--- src/rtl/core/dvru_pkg.sv ---
package dvru_pkg;

   localparam int NODES_DEF   = 8;
   localparam int INF_DEF     = 65535;
   localparam int COST_W      = 16;
   localparam int NODE_W      = 3;
   localparam int MASK_W      = 8;
   localparam int QUEUE_DEPTH = 4;
   localparam int REQ_DATA_W  = 24;
   localparam int RSP_DATA_W  = 32;

   localparam logic FUNC_LINK   = 1'b0;
   localparam logic FUNC_VECTOR = 1'b1;

   localparam logic KIND_ROUTE  = 1'b0;
   localparam logic KIND_ADVERT = 1'b1;

   typedef struct packed {
      logic              func;
      logic [NODE_W-1:0] peer;
      logic [NODE_W-1:0] target;
      logic [COST_W-1:0] cost;
      logic              recompute;
      logic              peer_ok;
      logic              target_ok;
   } cmd_type;

   typedef struct packed {
      logic              kind;
      logic [NODE_W-1:0] dest;
      logic [NODE_W-1:0] next_hop;
      logic              no_route;
      logic [COST_W-1:0] route_cost;
      logic [MASK_W-1:0] neighbor_mask;
      logic              last;
   } rsp_type;

endpackage

--- src/rtl/core/distance_vector_route_update_unit.sv ---
// Vector elements that do not end a vector: one request per cycle while the back is
// idle; each passes the front register and the queue before the neighbor table write.
// Recompute (link change or final element): the back walks the neighbor table
// through its single read port, then advertises every distance if one changed.
// Only changed destinations get a route update; a low rsp_tready stalls the walk.
// Reset: synchronous; after it a sweep loads all 2**(2*ceil(log2(NODES))) entries
// of the neighbor table (64 for 8 nodes) with req_tready low.
module distance_vector_route_update_unit #(
   parameter int NODES    = dvru_pkg::NODES_DEF,
   parameter int INF_COST = dvru_pkg::INF_DEF
) (
   input  logic                               clock,
   input  logic                               reset,
   input  logic                               csr_wr_en,
   input  logic [dvru_pkg::NODE_W-1:0]        csr_wr_data,   // own_node
   input  logic                               req_tvalid,
   output logic                               req_tready,
   input  logic [dvru_pkg::REQ_DATA_W-1:0]    req_tdata,     // peer, target_node, cost_value
   input  logic                               req_tuser,     // func
   input  logic                               req_tlast,
   output logic                               rsp_tvalid,
   input  logic                               rsp_tready,
   output logic [dvru_pkg::RSP_DATA_W-1:0]    rsp_tdata,     // dest, next_hop, no_route,
                                                             // route_cost, neighbor_mask
   output logic                               rsp_tuser,     // kind
   output logic                               rsp_tlast
);

   localparam int PadW = dvru_pkg::RSP_DATA_W - 2 * dvru_pkg::NODE_W - 1
                         - dvru_pkg::COST_W - dvru_pkg::MASK_W;

   logic [dvru_pkg::NODE_W-1:0] own_node_ff;
   logic                        clear_done;
   logic                        f_valid, f_ready, q_valid, q_ready;
   dvru_pkg::cmd_type           f_cmd, q_cmd;
   dvru_pkg::rsp_type           rsp;

   always_ff @(posedge clock) begin
      if (reset) begin
         own_node_ff <= '0;
      end else if (csr_wr_en) begin
         own_node_ff <= csr_wr_data;
      end
   end

   dvru_front #(.NODES(NODES), .INF_COST(INF_COST)) u_front (
      .clock      (clock),
      .reset      (reset),
      .accept_en  (clear_done),
      .req_tvalid (req_tvalid),
      .req_tready (req_tready),
      .req_tdata  (req_tdata),
      .req_tuser  (req_tuser),
      .req_tlast  (req_tlast),
      .cmd_valid  (f_valid),
      .cmd_ready  (f_ready),
      .cmd        (f_cmd)
   );

   dvru_fifo u_fifo (
      .clock    (clock),
      .reset    (reset),
      .wr_valid (f_valid),
      .wr_ready (f_ready),
      .wr_data  (f_cmd),
      .rd_valid (q_valid),
      .rd_ready (q_ready),
      .rd_data  (q_cmd)
   );

   dvru_back #(.NODES(NODES), .INF_COST(INF_COST)) u_back (
      .clock      (clock),
      .reset      (reset),
      .own_node   (own_node_ff),
      .clear_done (clear_done),
      .cmd_valid  (q_valid),
      .cmd_ready  (q_ready),
      .cmd        (q_cmd),
      .rsp_valid  (rsp_tvalid),
      .rsp_ready  (rsp_tready),
      .rsp        (rsp)
   );

   assign rsp_tdata = {{PadW{1'b0}}, rsp.neighbor_mask, rsp.route_cost, rsp.no_route,
                       rsp.next_hop, rsp.dest};
   assign rsp_tuser = rsp.kind;
   assign rsp_tlast = rsp.last;

endmodule

--- src/rtl/core/dvru_front.sv ---
module dvru_front #(
   parameter int NODES    = dvru_pkg::NODES_DEF,
   parameter int INF_COST = dvru_pkg::INF_DEF
) (
   input  logic                                clock,
   input  logic                                reset,
   input  logic                                accept_en,
   input  logic                                req_tvalid,
   output logic                                req_tready,
   input  logic [dvru_pkg::REQ_DATA_W-1:0]     req_tdata,
   input  logic                                req_tuser,
   input  logic                                req_tlast,
   output logic                                cmd_valid,
   input  logic                                cmd_ready,
   output dvru_pkg::cmd_type                   cmd
);

   localparam logic [dvru_pkg::COST_W-1:0] Inf = dvru_pkg::COST_W'(INF_COST);

   logic                                  cmd_v_ff, cmd_v_in;
   dvru_pkg::cmd_type                     cmd_ff, cmd_in;
   logic [dvru_pkg::COST_W-1:0]           raw_cost;
   logic                                  req_take;

   assign req_tready = accept_en && (!cmd_v_ff || cmd_ready);
   assign req_take   = req_tvalid && req_tready;
   assign raw_cost   = req_tdata[2*dvru_pkg::NODE_W +: dvru_pkg::COST_W];

   always_comb begin
      cmd_in.func      = req_tuser;
      cmd_in.peer      = req_tdata[dvru_pkg::NODE_W-1:0];
      cmd_in.target    = req_tdata[dvru_pkg::NODE_W +: dvru_pkg::NODE_W];
      cmd_in.cost      = (raw_cost >= Inf) ? Inf : raw_cost;
      cmd_in.recompute = (req_tuser == dvru_pkg::FUNC_LINK) || req_tlast;
      cmd_in.peer_ok   = 32'(cmd_in.peer) < NODES;
      cmd_in.target_ok = 32'(cmd_in.target) < NODES;
   end

   always_comb begin
      cmd_v_in = cmd_v_ff;
      if (req_take) begin
         cmd_v_in = 1'b1;
      end else if (cmd_ready) begin
         cmd_v_in = 1'b0;
      end
   end

   always_ff @(posedge clock) begin
      if (reset) begin
         cmd_v_ff <= 1'b0;
      end else begin
         cmd_v_ff <= cmd_v_in;
      end
      if (req_take) begin
         cmd_ff <= cmd_in;
      end
   end

   assign cmd_valid = cmd_v_ff;
   assign cmd       = cmd_ff;

endmodule

--- src/rtl/core/dvru_fifo.sv ---
module dvru_fifo (
   input  logic              clock,
   input  logic              reset,
   input  logic              wr_valid,
   output logic              wr_ready,
   input  dvru_pkg::cmd_type wr_data,
   output logic              rd_valid,
   input  logic              rd_ready,
   output dvru_pkg::cmd_type rd_data
);

   localparam int PtrW = (dvru_pkg::QUEUE_DEPTH > 1) ? $clog2(dvru_pkg::QUEUE_DEPTH) : 1;
   localparam int CntW = $clog2(dvru_pkg::QUEUE_DEPTH + 1);

   dvru_pkg::cmd_type slot_ff [dvru_pkg::QUEUE_DEPTH];
   logic [PtrW-1:0]   wr_ptr_ff, wr_ptr_in;
   logic [PtrW-1:0]   rd_ptr_ff, rd_ptr_in;
   logic [CntW-1:0]   count_ff, count_in;
   logic              push, pop;

   assign wr_ready = count_ff != CntW'(dvru_pkg::QUEUE_DEPTH);
   assign rd_valid = count_ff != '0;
   assign push     = wr_valid && wr_ready;
   assign pop      = rd_valid && rd_ready;
   assign rd_data  = slot_ff[rd_ptr_ff];

   always_comb begin
      wr_ptr_in = wr_ptr_ff;
      rd_ptr_in = rd_ptr_ff;
      count_in  = count_ff;
      if (push) begin
         wr_ptr_in = (wr_ptr_ff == PtrW'(dvru_pkg::QUEUE_DEPTH - 1)) ? '0 : wr_ptr_ff + 1'b1;
      end
      if (pop) begin
         rd_ptr_in = (rd_ptr_ff == PtrW'(dvru_pkg::QUEUE_DEPTH - 1)) ? '0 : rd_ptr_ff + 1'b1;
      end
      if (push && !pop) begin
         count_in = count_ff + 1'b1;
      end else if (pop && !push) begin
         count_in = count_ff - 1'b1;
      end
   end

   always_ff @(posedge clock) begin
      if (reset) begin
         wr_ptr_ff <= '0;
         rd_ptr_ff <= '0;
         count_ff  <= '0;
      end else begin
         wr_ptr_ff <= wr_ptr_in;
         rd_ptr_ff <= rd_ptr_in;
         count_ff  <= count_in;
      end
      if (push) begin
         slot_ff[wr_ptr_ff] <= wr_data;
      end
   end

endmodule

--- src/rtl/core/dvru_back.sv ---
module dvru_back #(
   parameter int NODES    = dvru_pkg::NODES_DEF,
   parameter int INF_COST = dvru_pkg::INF_DEF
) (
   input  logic                         clock,
   input  logic                         reset,
   input  logic [dvru_pkg::NODE_W-1:0]  own_node,
   output logic                         clear_done,
   input  logic                         cmd_valid,
   output logic                         cmd_ready,
   input  dvru_pkg::cmd_type            cmd,
   output logic                         rsp_valid,
   input  logic                         rsp_ready,
   output dvru_pkg::rsp_type            rsp
);

   localparam int TW       = $clog2(NODES);
   localparam int StepW    = $clog2(NODES + 1);
   localparam int AW       = 2 * TW;
   localparam int MemDepth = 1 << AW;
   localparam int CW       = dvru_pkg::COST_W;
   localparam logic [CW-1:0] Inf = CW'(INF_COST);

   localparam logic [2:0] S_CLEAR = 3'd0;
   localparam logic [2:0] S_IDLE  = 3'd1;
   localparam logic [2:0] S_RUN   = 3'd2;
   localparam logic [2:0] S_DRAIN = 3'd3;
   localparam logic [2:0] S_ADV   = 3'd4;

   logic [2:0]       state_ff, state_in;
   logic [AW-1:0]    clr_ff, clr_in;
   logic [TW-1:0]    t_ff, t_in;
   logic [StepW-1:0] step_ff, step_in;
   logic             changed_ff, changed_in;

   logic             c_v_ff, c_first_ff, c_last_ff;
   logic [TW-1:0]    c_t_ff, c_node_ff;
   logic [CW-1:0]    c_lc_ff;
   logic [CW-1:0]    best_ff;
   logic [TW-1:0]    hop_ff;
   logic             none_ff;
   logic             fin_v_ff;
   logic [TW-1:0]    fin_t_ff, fin_hop_ff;
   logic [CW-1:0]    fin_best_ff;
   logic             fin_none_ff;

   logic [CW-1:0]    nv_mem [MemDepth];
   logic [CW-1:0]    rd_ff;
   logic [CW-1:0]    link_ff [NODES];
   logic [CW-1:0]    dist_ff [NODES];

   logic              out_v_ff, out_v_in;
   dvru_pkg::rsp_type out_ff, out_in;

   logic             en, own_ok, issue, pop;
   logic [TW-1:0]    own_idx, lc_addr, step_node, dist_addr;
   logic [CW-1:0]    lc_rd, dist_rd, total, best_nx;
   logic [CW:0]      sum;
   logic [TW-1:0]    hop_nx;
   logic             none_nx, cand, fin_emit, adv_emit;
   logic             mem_we, mem_re;
   logic [AW-1:0]    mem_wa, mem_ra;
   logic [CW-1:0]    mem_wd;
   logic [dvru_pkg::MASK_W-1:0] mask;

   assign en         = !out_v_ff || rsp_ready;
   assign own_ok     = 32'(own_node) < NODES;
   assign own_idx    = TW'(own_node);
   assign clear_done = state_ff != S_CLEAR;
   assign cmd_ready  = state_ff == S_IDLE;
   assign pop        = cmd_valid && cmd_ready;
   assign issue      = (state_ff == S_RUN) && en;
   assign step_node  = TW'(step_ff - StepW'(1));
   assign lc_addr    = (step_ff == '0) ? t_ff : step_node;
   assign lc_rd      = link_ff[lc_addr];
   assign dist_addr  = (state_ff == S_ADV) ? t_ff : fin_t_ff;
   assign dist_rd    = dist_ff[dist_addr];

   always_comb begin
      mem_we = 1'b0;
      mem_wa = clr_ff;
      mem_wd = (clr_ff[AW-1:TW] == clr_ff[TW-1:0]) ? '0 : Inf;
      if (state_ff == S_CLEAR) begin
         mem_we = 1'b1;
      end else if (pop) begin
         if (cmd.func == dvru_pkg::FUNC_LINK) begin
            mem_we = cmd.peer_ok && own_ok;
            mem_wa = {own_idx, TW'(cmd.peer)};
         end else begin
            mem_we = cmd.peer_ok && cmd.target_ok;
            mem_wa = {TW'(cmd.peer), TW'(cmd.target)};
         end
         mem_wd = cmd.cost;
      end
   end

   assign mem_re = issue && (step_ff != '0);
   assign mem_ra = {step_node, t_ff};

   always_ff @(posedge clock) begin
      if (mem_we) begin
         nv_mem[mem_wa] <= mem_wd;
      end
      if (mem_re) begin
         rd_ff <= nv_mem[mem_ra];
      end
   end

   assign sum   = {1'b0, c_lc_ff} + {1'b0, rd_ff};
   assign total = (sum >= {1'b0, Inf}) ? Inf : sum[CW-1:0];
   assign cand  = !c_first_ff && (c_lc_ff < Inf) && !(own_ok && (c_node_ff == own_idx))
                  && (total < best_ff);

   always_comb begin
      best_nx = best_ff;
      hop_nx  = hop_ff;
      none_nx = none_ff;
      if (c_first_ff) begin
         best_nx = c_lc_ff;
         hop_nx  = c_t_ff;
         none_nx = c_lc_ff >= Inf;
      end else if (cand) begin
         best_nx = total;
         hop_nx  = c_node_ff;
         none_nx = 1'b0;
      end
   end

   assign fin_emit = en && fin_v_ff && !(own_ok && (fin_t_ff == own_idx))
                     && (fin_best_ff != dist_rd);
   assign adv_emit = en && (state_ff == S_ADV);

   for (genvar i = 0; i < dvru_pkg::MASK_W; i++) begin : g_mask
      if (i < NODES) begin : g_node
         assign mask[i] = (link_ff[i] < Inf) && !(own_ok && (32'(own_node) == i));
      end else begin : g_none
         assign mask[i] = 1'b0;
      end
   end

   always_comb begin
      state_in   = state_ff;
      clr_in     = clr_ff;
      t_in       = t_ff;
      step_in    = step_ff;
      changed_in = changed_ff;
      if (fin_emit) begin
         changed_in = 1'b1;
      end
      case (state_ff)
         S_CLEAR: begin
            clr_in = clr_ff + 1'b1;
            if (&clr_ff) begin
               state_in = S_IDLE;
            end
         end
         S_IDLE: begin
            if (pop && cmd.recompute) begin
               state_in   = S_RUN;
               t_in       = '0;
               step_in    = '0;
               changed_in = 1'b0;
            end
         end
         S_RUN: begin
            if (en) begin
               step_in = step_ff + 1'b1;
               if (step_ff == StepW'(NODES)) begin
                  step_in = '0;
                  t_in    = t_ff + 1'b1;
                  if (t_ff == TW'(NODES - 1)) begin
                     t_in     = '0;
                     state_in = S_DRAIN;
                  end
               end
            end
         end
         S_DRAIN: begin
            if (en && !c_v_ff && !fin_v_ff) begin
               t_in     = '0;
               state_in = changed_ff ? S_ADV : S_IDLE;
            end
         end
         S_ADV: begin
            if (en) begin
               t_in = t_ff + 1'b1;
               if (t_ff == TW'(NODES - 1)) begin
                  t_in     = '0;
                  state_in = S_IDLE;
               end
            end
         end
         default: begin
            state_in = S_IDLE;
         end
      endcase
   end

   always_comb begin
      out_in   = out_ff;
      out_v_in = out_v_ff;
      if (fin_emit) begin
         out_v_in             = 1'b1;
         out_in.kind          = dvru_pkg::KIND_ROUTE;
         out_in.dest          = dvru_pkg::NODE_W'(fin_t_ff);
         out_in.next_hop      = fin_none_ff ? '0 : dvru_pkg::NODE_W'(fin_hop_ff);
         out_in.no_route      = fin_none_ff;
         out_in.route_cost    = fin_best_ff;
         out_in.neighbor_mask = '0;
         out_in.last          = 1'b0;
      end else if (adv_emit) begin
         out_v_in             = 1'b1;
         out_in.kind          = dvru_pkg::KIND_ADVERT;
         out_in.dest          = dvru_pkg::NODE_W'(t_ff);
         out_in.next_hop      = '0;
         out_in.no_route      = 1'b0;
         out_in.route_cost    = dist_rd;
         out_in.neighbor_mask = mask;
         out_in.last          = t_ff == TW'(NODES - 1);
      end else if (rsp_ready) begin
         out_v_in = 1'b0;
      end
   end

   always_ff @(posedge clock) begin
      if (reset) begin
         state_ff   <= S_CLEAR;
         clr_ff     <= '0;
         t_ff       <= '0;
         step_ff    <= '0;
         changed_ff <= 1'b0;
         c_v_ff     <= 1'b0;
         fin_v_ff   <= 1'b0;
         out_v_ff   <= 1'b0;
         for (int i = 0; i < NODES; i++) begin
            link_ff[i] <= Inf;
            dist_ff[i] <= (i == 0) ? '0 : Inf;
         end
      end else begin
         state_ff   <= state_in;
         clr_ff     <= clr_in;
         t_ff       <= t_in;
         step_ff    <= step_in;
         changed_ff <= changed_in;
         out_v_ff   <= out_v_in;
         if (en) begin
            c_v_ff   <= issue;
            fin_v_ff <= c_v_ff && c_last_ff;
         end
         if (pop && (cmd.func == dvru_pkg::FUNC_LINK) && cmd.peer_ok) begin
            link_ff[TW'(cmd.peer)] <= cmd.cost;
         end
         if (fin_emit) begin
            dist_ff[fin_t_ff] <= fin_best_ff;
         end
      end
      out_ff <= out_in;
      if (issue) begin
         c_first_ff <= step_ff == '0;
         c_last_ff  <= step_ff == StepW'(NODES);
         c_t_ff     <= t_ff;
         c_node_ff  <= step_node;
         c_lc_ff    <= lc_rd;
      end
      if (en && c_v_ff) begin
         best_ff <= best_nx;
         hop_ff  <= hop_nx;
         none_ff <= none_nx;
         if (c_last_ff) begin
            fin_t_ff    <= c_t_ff;
            fin_best_ff <= best_nx;
            fin_hop_ff  <= hop_nx;
            fin_none_ff <= none_nx;
         end
      end
   end

   assign rsp_valid = out_v_ff;
   assign rsp       = out_ff;

endmodule

--- config.mk ---
export PLATFORM = sky130hd
export DESIGN_NAME = distance_vector_route_update_unit
export DESIGN_NICKNAME = d
export VERILOG_FILES = /design/src/rtl/core/dvru_pkg.sv /design/src/rtl/core/distance_vector_route_update_unit.sv /design/src/rtl/core/dvru_front.sv /design/src/rtl/core/dvru_fifo.sv /design/src/rtl/core/dvru_back.sv
export SDC_FILE = /design/constraint.sdc
export NUM_CORES = 2
export LEC_CHECK = 0
export BUFFER_PORTS_ARGS = -buffer_cell sky130_fd_sc_hd__buf_2
export CORE_MARGIN = 2
export CORE_UTILIZATION = 45
export DETAILED_ROUTE_END_ITERATION = 12
export PLACE_DENSITY = 0.65
export SKIP_LAST_GASP = 1
export SYNTH_ARGS = -nofsm -noshare
export SYNTH_HDL_FRONTEND = slang
export SYNTH_SLANG_ARGS = --single-unit
--- constraint.sdc ---
create_clock -name clock -period 14.85 [get_ports clock]
set_clock_uncertainty 0.2 [all_clocks]
set_input_delay 0 -clock clock [delete_from_list [all_inputs] [get_ports clock]]
set_output_delay 0 -clock clock [all_outputs]
set_load 0.01 [all_outputs]
After elaboration in Yosys (flattened, before gate mapping)
Memories as Yosys holds them, arrays and structs flattened. A register that Yosys moved wholly into a read port is not among the register bits.
Index checks and enable logic that the tools add are counted.
Widths: inputs -> output; s select.
{"block": "totals", "mem_count": 4, "wordCells": 236, "reg_bits": 139, "inputBits": 34, "out_inout_bits": 36, "mem_bits_rw": 1376}
{"block": "op_classes", "reduce_logical": 70, "bitwise": 2, "n_mux": 74, "n_addsub": 9, "eq_ne": 28, "n_lt_le_gt_ge": 13}
{"memory": "u_back.nv_mem", "words": 64, "width": 16, "rd": 1, "rd_ports_with_merged_regs": 1, "wr": 1, "line": "dvru_back.sv:47", "text": "logic [CW-1:0] nv_mem [MemDepth];"}
{"memory": "u_back.dist_ff", "words": 8, "width": 16, "rd": 1, "rd_ports_with_merged_regs": 0, "wr": 8, "line": "dvru_back.sv:50", "text": "logic [CW-1:0] dist_ff [NODES];"}
{"memory": "u_back.link_ff", "words": 8, "width": 16, "rd": 9, "rd_ports_with_merged_regs": 1, "wr": 8, "line": "dvru_back.sv:49", "text": "logic [CW-1:0] link_ff [NODES];"}
{"memory": "u_fifo.slot_ff", "words": 4, "width": 24, "rd": 1, "rd_ports_with_merged_regs": 1, "wr": 1, "line": "dvru_fifo.sv:15", "text": "dvru_pkg::cmd_type slot_ff [dvru_pkg::QUEUE_DEPTH];"}
{"operator": "$lt 16x16->1 const B", "n": 9}
{"operator": "$mux 16", "n": 8}
{"operator": "$mux 3", "n": 24}
{"operator": "$mux 32", "n": 2}
{"operator": "$ge 16x16->1 const B", "n": 2}
{"operator": "$reduce_or 16->1", "n": 2}
{"operator": "$logic_and 1x1->1", "n": 29}
{"operator": "$mux 1", "n": 27}
{"operator": "$eq 3x3->1 const B", "n": 6}
{"operator": "$mux 6", "n": 3}
{"operator": "$add 16x16->17", "n": 1}
{"operator": "$ge 17x16->1 const B", "n": 1}
{"operator": "$logic_not 1->1", "n": 17}
{"operator": "$lt 16x16->1", "n": 1}
{"operator": "$ne 16x16->1", "n": 1}
{"operator": "$pmux 3 s5", "n": 1}
{"operator": "$eq 3x2->1 const B", "n": 4}
{"operator": "$mux 4", "n": 3}
{"operator": "$pmux 3 s4", "n": 1}
{"operator": "$reduce_and 6->1", "n": 2}
{"operator": "$ne 2x2->1 const B", "n": 5}
{"operator": "$eq 3x3->1", "n": 3}
{"operator": "$reduce_bool 3->1", "n": 3}
{"operator": "$mux 2", "n": 4}
{"operator": "22 further kinds", "n": 37}

Depth between registers and ports, before layout
{"block": "depth", "word_depth": 10, "ltp_mapped": 20, "ltp_nobuf": 18}

By module
A second synthesis with hierarchy kept.
{"block": "hier_totals", "cells_unflattened": 3424, "hier_area_um2": 63776.2}
{"module": "dvru_back", "instances": 1, "cells_per_inst": 3179, "area_each_um2": 58559.9, "seq_area_each_um2": 42220.5}
{"module": "dvru_fifo", "instances": 1, "cells_per_inst": 184, "area_each_um2": 4226.6, "seq_area_each_um2": 3303.2}
{"module": "dvru_front", "instances": 1, "cells_per_inst": 50, "area_each_um2": 877.1, "seq_area_each_um2": 740.7}
{"module": "distance_vector_route_update_unit", "instances": 1, "cells_per_inst": 11, "area_each_um2": 112.6, "seq_area_each_um2": 60.1}

Least setup slack after synthesis
OpenSTA, ideal clock, no wires.
{"block": "synth_path", "path_type": "register to register", "from": "register (tool-made name)", "to": "memory u_back.nv_mem[0][10] (netlist bit) (data pin)", "synth_period_minus_slack_ns": 5.141, "setup_time_ns": 0.704, "required_ns": 13.946, "path_buffers": 2, "t_arrival_ns": 4.238, "setup_slack_ns": 9.709, "path_stages_with_launch": 7, "path_cell_list": "dfxtp_1 buf_1 clkbuf_1 mux2i_1 nand2_1 o21ai_0 o21ai_0"}
{"element": "end, declared", "line": "dvru_back.sv:47"}

==> qor.yml <==
yosys:
  ys_seq_area_share_pct: 72.8
  synth-seq-cells: 1549
  yosys_most_used_dff: "edfxtp_1"
  ys_warn_count: 0
  synth_cells: 3480
  synth_cell_types: 70
  async_flop_share_pct: 0
  synth-edff-count: 1506
  syn_area_per_cell_um2: 18.2
  syn_area_mm2: 0.0633
  syn_nets: 3558
drt:
  viasPerCell: 5.85
  drtPass1Iterations: 8
  route.detailed.wl_per_inst_um: 26.4
  antenna_left: 0
  routed_wl_mm: 151
  drc: 0
  initialDrtViolationCount: 3277
  vias: 33400
clock_network:
  clkSlewWorstSetupHoldPaths_ns: 0.06
  cts_max_path_buffers: 3
  cts_made_buffers: 158
  cts_resized: 0
  clock_latency_ns: 0.80
  htree_levels: 4
  post-cts-setup-buffers: 0
  clock-root-buffer: "clkbuf_16"
  cts_tree: "done"
  cts_sinks: 1549
  hold_buffers: 65
sta:
  setup_slack_ns: 8.48
  finalSetupViolCount: 0
  maxSlewHeadroom_pct: 14.1
  rsz0062_at_grt: "no"
  slew_viol_final: 0
  finalHoldViolations: 0
  fin_crit_sh_pct: 42.9
  max_freq_mhz: 157
  tns_ns: 0
  worstMarginPinSlew_ns: 1.28
  period_minus_slack_ns: 6.37
critical_path:
  r2r-end: "u_back.dist_ff[2][11]$_SDFFCE_PN1P_"
  crit_slowest_cell: "a31o_1"
  slowest_delay_ns: 1.00
  r2r_cells: 10
  r2r_start: "u_back.t_ff[0]$_SDFFE_PP0P_"
  worstPathMaxFanout: 60
  rrSetupSlack_ns: 8.48
  critPathKind: "register to register"
  path_cells: "and4bb_2 -> a21o_1 -> buf_4 -> a211oi_1 -> a311oi_1 -> nor3_1 -> o22ai_1 -> or4_4 -> o2111a_4 -> a31o_1"
  critPathRequiredTime_ns: 15.05
  crit_path_start_kind: "register"
  crit_path_end_kind: "register"
  arrival_ns: 6.57
flow_run:
  maxCapViolations: 0
status:
  outcome: "finished, final reports clean"
final_layout:
  diodes: 0
  fill_cells: 11200
  area_growth_pct: 13.9
  nets: 3772
  drive_above_1_share_pct: 24.2
worst_hold_path:
  hold_class: "input pin to register"
  holdPathEnd: "u_front.cmd[12]$_SDFFCE_PP1P_"
  min_path_cells: 4
  hold_path.startpoint: "req_tvalid"
power_and_ir_drop:
  switching_share_pct: 21.0
  seq_power_share_pct: 54.7
  p_switching_mw: 1.90
  p_leak_nw: 22.5
  pwr_density_cell_mw_per_mm2: 125
  p_comb_share_pct: 3.0
  clkPwrFrac_pct: 42.3
  ir_worst_vdd_mv: 0.139
  p_int_mw: 7.12
global_route:
  grt_usage_pct: 21.1
  grt_max_degree: 92
  grt_pass1_vias: 33300
  grt_pass1_wl_mm: 222
  antenna_found_initial: 5
  overflow: 0
floorplan:
  num_io_pins: 70
  fp.dieW_um: 379
  die_area_mm2: 0.144
  core_mm2: 0.140
  die_y_um: 379
  num_rows: 137
  start_util_pct: 45.4
placed_design:
  dp_hpwl_mm: 86.5
  gp_congestion: 0.823
  pre_cts_ws_ns: 8.53
  numPortBuffers: 66
## cells in the mapped netlist (3+ instances only)
library cell	instances	area, µm²
xnor2_1	17	149
a211oi_1	62	465
buf_1	31	116
o21a_1	20	150
o21ai_0	68	340
nand2b_1	21	131
buf_6	9	101
and2_1	10	62.6
xor2_1	13	114
or2_2	11	68.8
a2111oi_0	3	26.3
buf_2	30	150
o22ai_1	8	50.1
nor2_1	171	642
a31oi_1	6	37.5
mux2i_1	60	601
dfxtp_1	43	861
nand2_1	287	1080
nor3b_1	5	37.5
a21o_1	18	135
inv_1	89	334
o21ai_1	12	60.1
nand4_1	53	332
or3_1	6	37.5
nor2b_1	9	56.3
a311oi_1	36	315
mux2_2	33	372
a21oi_1	54	270
edfxtp_1	1506	45200
mux4_2	376	8470
a31o_1	7	61.3
and3_1	24	150
nor4_1	11	68.8
nand3_1	112	561
clkbuf_1	144	541
nor3_1	30	150
ha_1	42	526
## layout make-up
type	instances	area [µm²]	share of cell area, %
multi-input combinational	1626	16300	22.6
clock inverter	86	753	1.04
timing repair buffer	270	2040	2.82
tap	1876	2350	3.25
clock buffer	204	4230	5.86
inverter	89	337	0.467
sequential	1549	46100	63.9
## cells in the final DEF, fill, tap and decap left out, drive strengths merged, types with 24 or more instances in the layout
master       synthesis  final
edfxtp            1506   1506
mux4               376    376
nand2              287    287
buf                 72    205
clkbuf             144    204
nor2               171    171
nand3              112    112
inv                 89     94
o21ai               80     80
clkinv               0     72
dlygate4sd3          0     65
a211oi              64     64
mux2i               61     61
a21oi               56     56
nand4               53     53
dfxtp               43     43
ha                  42     42
a311oi              36     36
mux2                33     33
nor3                30     30
and3                24     24
## worst max-delay path by stage
stage,start,endpoint,slack [ns],cells after the start
after CTS,u_back.t_ff[0]$_SDFFE_PP0P_,u_back.dist_ff[2][11]$_SDFFCE_PN1P_,8.50,10
after detailed placement,u_back.t_ff[0]$_SDFFE_PP0P_,u_back.dist_ff[2][10]$_SDFFCE_PN1P_,8.53,10
final,u_back.t_ff[0]$_SDFFE_PP0P_,u_back.dist_ff[2][11]$_SDFFCE_PN1P_,8.48,10
after floorplan,register,u_back.nv_mem[0][10]$_DFFE_PP_,9.71,6
after global routing,u_back.t_ff[0]$_SDFFE_PP0P_,u_back.dist_ff[2][11]$_SDFFCE_PN1P_,8.19,10
after global placement,u_back.t_ff[0]$_SDFFE_PP0P_,u_back.dist_ff[3][10]$_SDFFCE_PN1P_,8.57,10
## cells by family after synthesis
group	Yosys count	synth area share, %
muxes	470	15.0
xor gates and xnor gates	30	0.415
AOI/OAI and AO/OA	321	3.45
other	1	0.00592
DFF	1549	72.8
buffers and inverters	305	1.99
and+or+nand+nor	760	5.49
adders and majority gates	44	0.894
## layer usage
metal | part of all wire [%] | wire length, µm | GRT usage (%) | vias up
met2 | 50 | 75000 | 34.7 | 1295
met1 | 41 | 62000 | 29.4 | 17400
met5 | 0.019 | 29 | 0 | -
met4 | 2.1 | 3120 | 5.78 | 4
met3 | 6.9 | 10400 | 3.48 | 207
li1 | - | - | - | 14400
## critical path, delay by kind of cell (launching register included)
kind                   cells  cell delay [ns]
buffers and inverters      1             0.49
and+or+nand+nor            3             1.22
DFF                        1             0.79
AOI/OAI and AO/OA          6             3.18
## metrics by stage
stage / hold slack [ns] / instance area (µm²) / total power [mW] / std cells / util [%]
6_report: 0.239 / 72100 / 9.02 / 5700 / 51.7
5_1_grt: 0.242 / 72100 / 9.28 / 5700 / 51.7
4_1_cts: 0.181 / 72100 / 9.08 / 5700 / 51.7
3_5_place_dp: -0.0213 / 66500 / 5.29 / 5345 / 47.6
3_3_place_gp: -0.0241 / 66500 / 5.27 / 5345 / 47.6
2_1_floorplan: -0.101 / 63300 / 5.17 / 3480 / -
## registers in the layout, indices dropped and copies added (netlist names), 3 cells and up, named ones only
name and count:
u_back.fin_t_ff 3, u_back.fin_hop_ff 3, u_back.best_ff 16, u_back.state_ff 3, u_back.rd_ff 16, u_back.nv_mem 1024, u_fifo.count_ff 3, u_back.step_ff 4
u_back.c_t_ff 3, u_back.clr_ff 6, u_back.link_ff 128, own_node_ff 3, u_back.c_node_ff 3, u_front.cmd 24, u_back.dist_ff 128, u_back.t_ff 3
u_back.c_lc_ff 16, u_back.fin_best_ff 16, u_fifo.slot_ff 96, u_back.hop_ff 3, u_back.rsp 33
## power by group through the flow
stage | Clock [mW] | Combinational (mW) | Sequential, mW
floorplan | 0 | 0.123 | 5.05
detailed placement | 0 | 0.262 | 5.03
CTS | 3.87 | 0.274 | 4.93
finish | 3.82 | 0.271 | 4.93
global placement | 0 | 0.249 | 5.02
global route | 4.05 | 0.294 | 4.93
No activity file was read; power rests on OpenSTA's default activity.
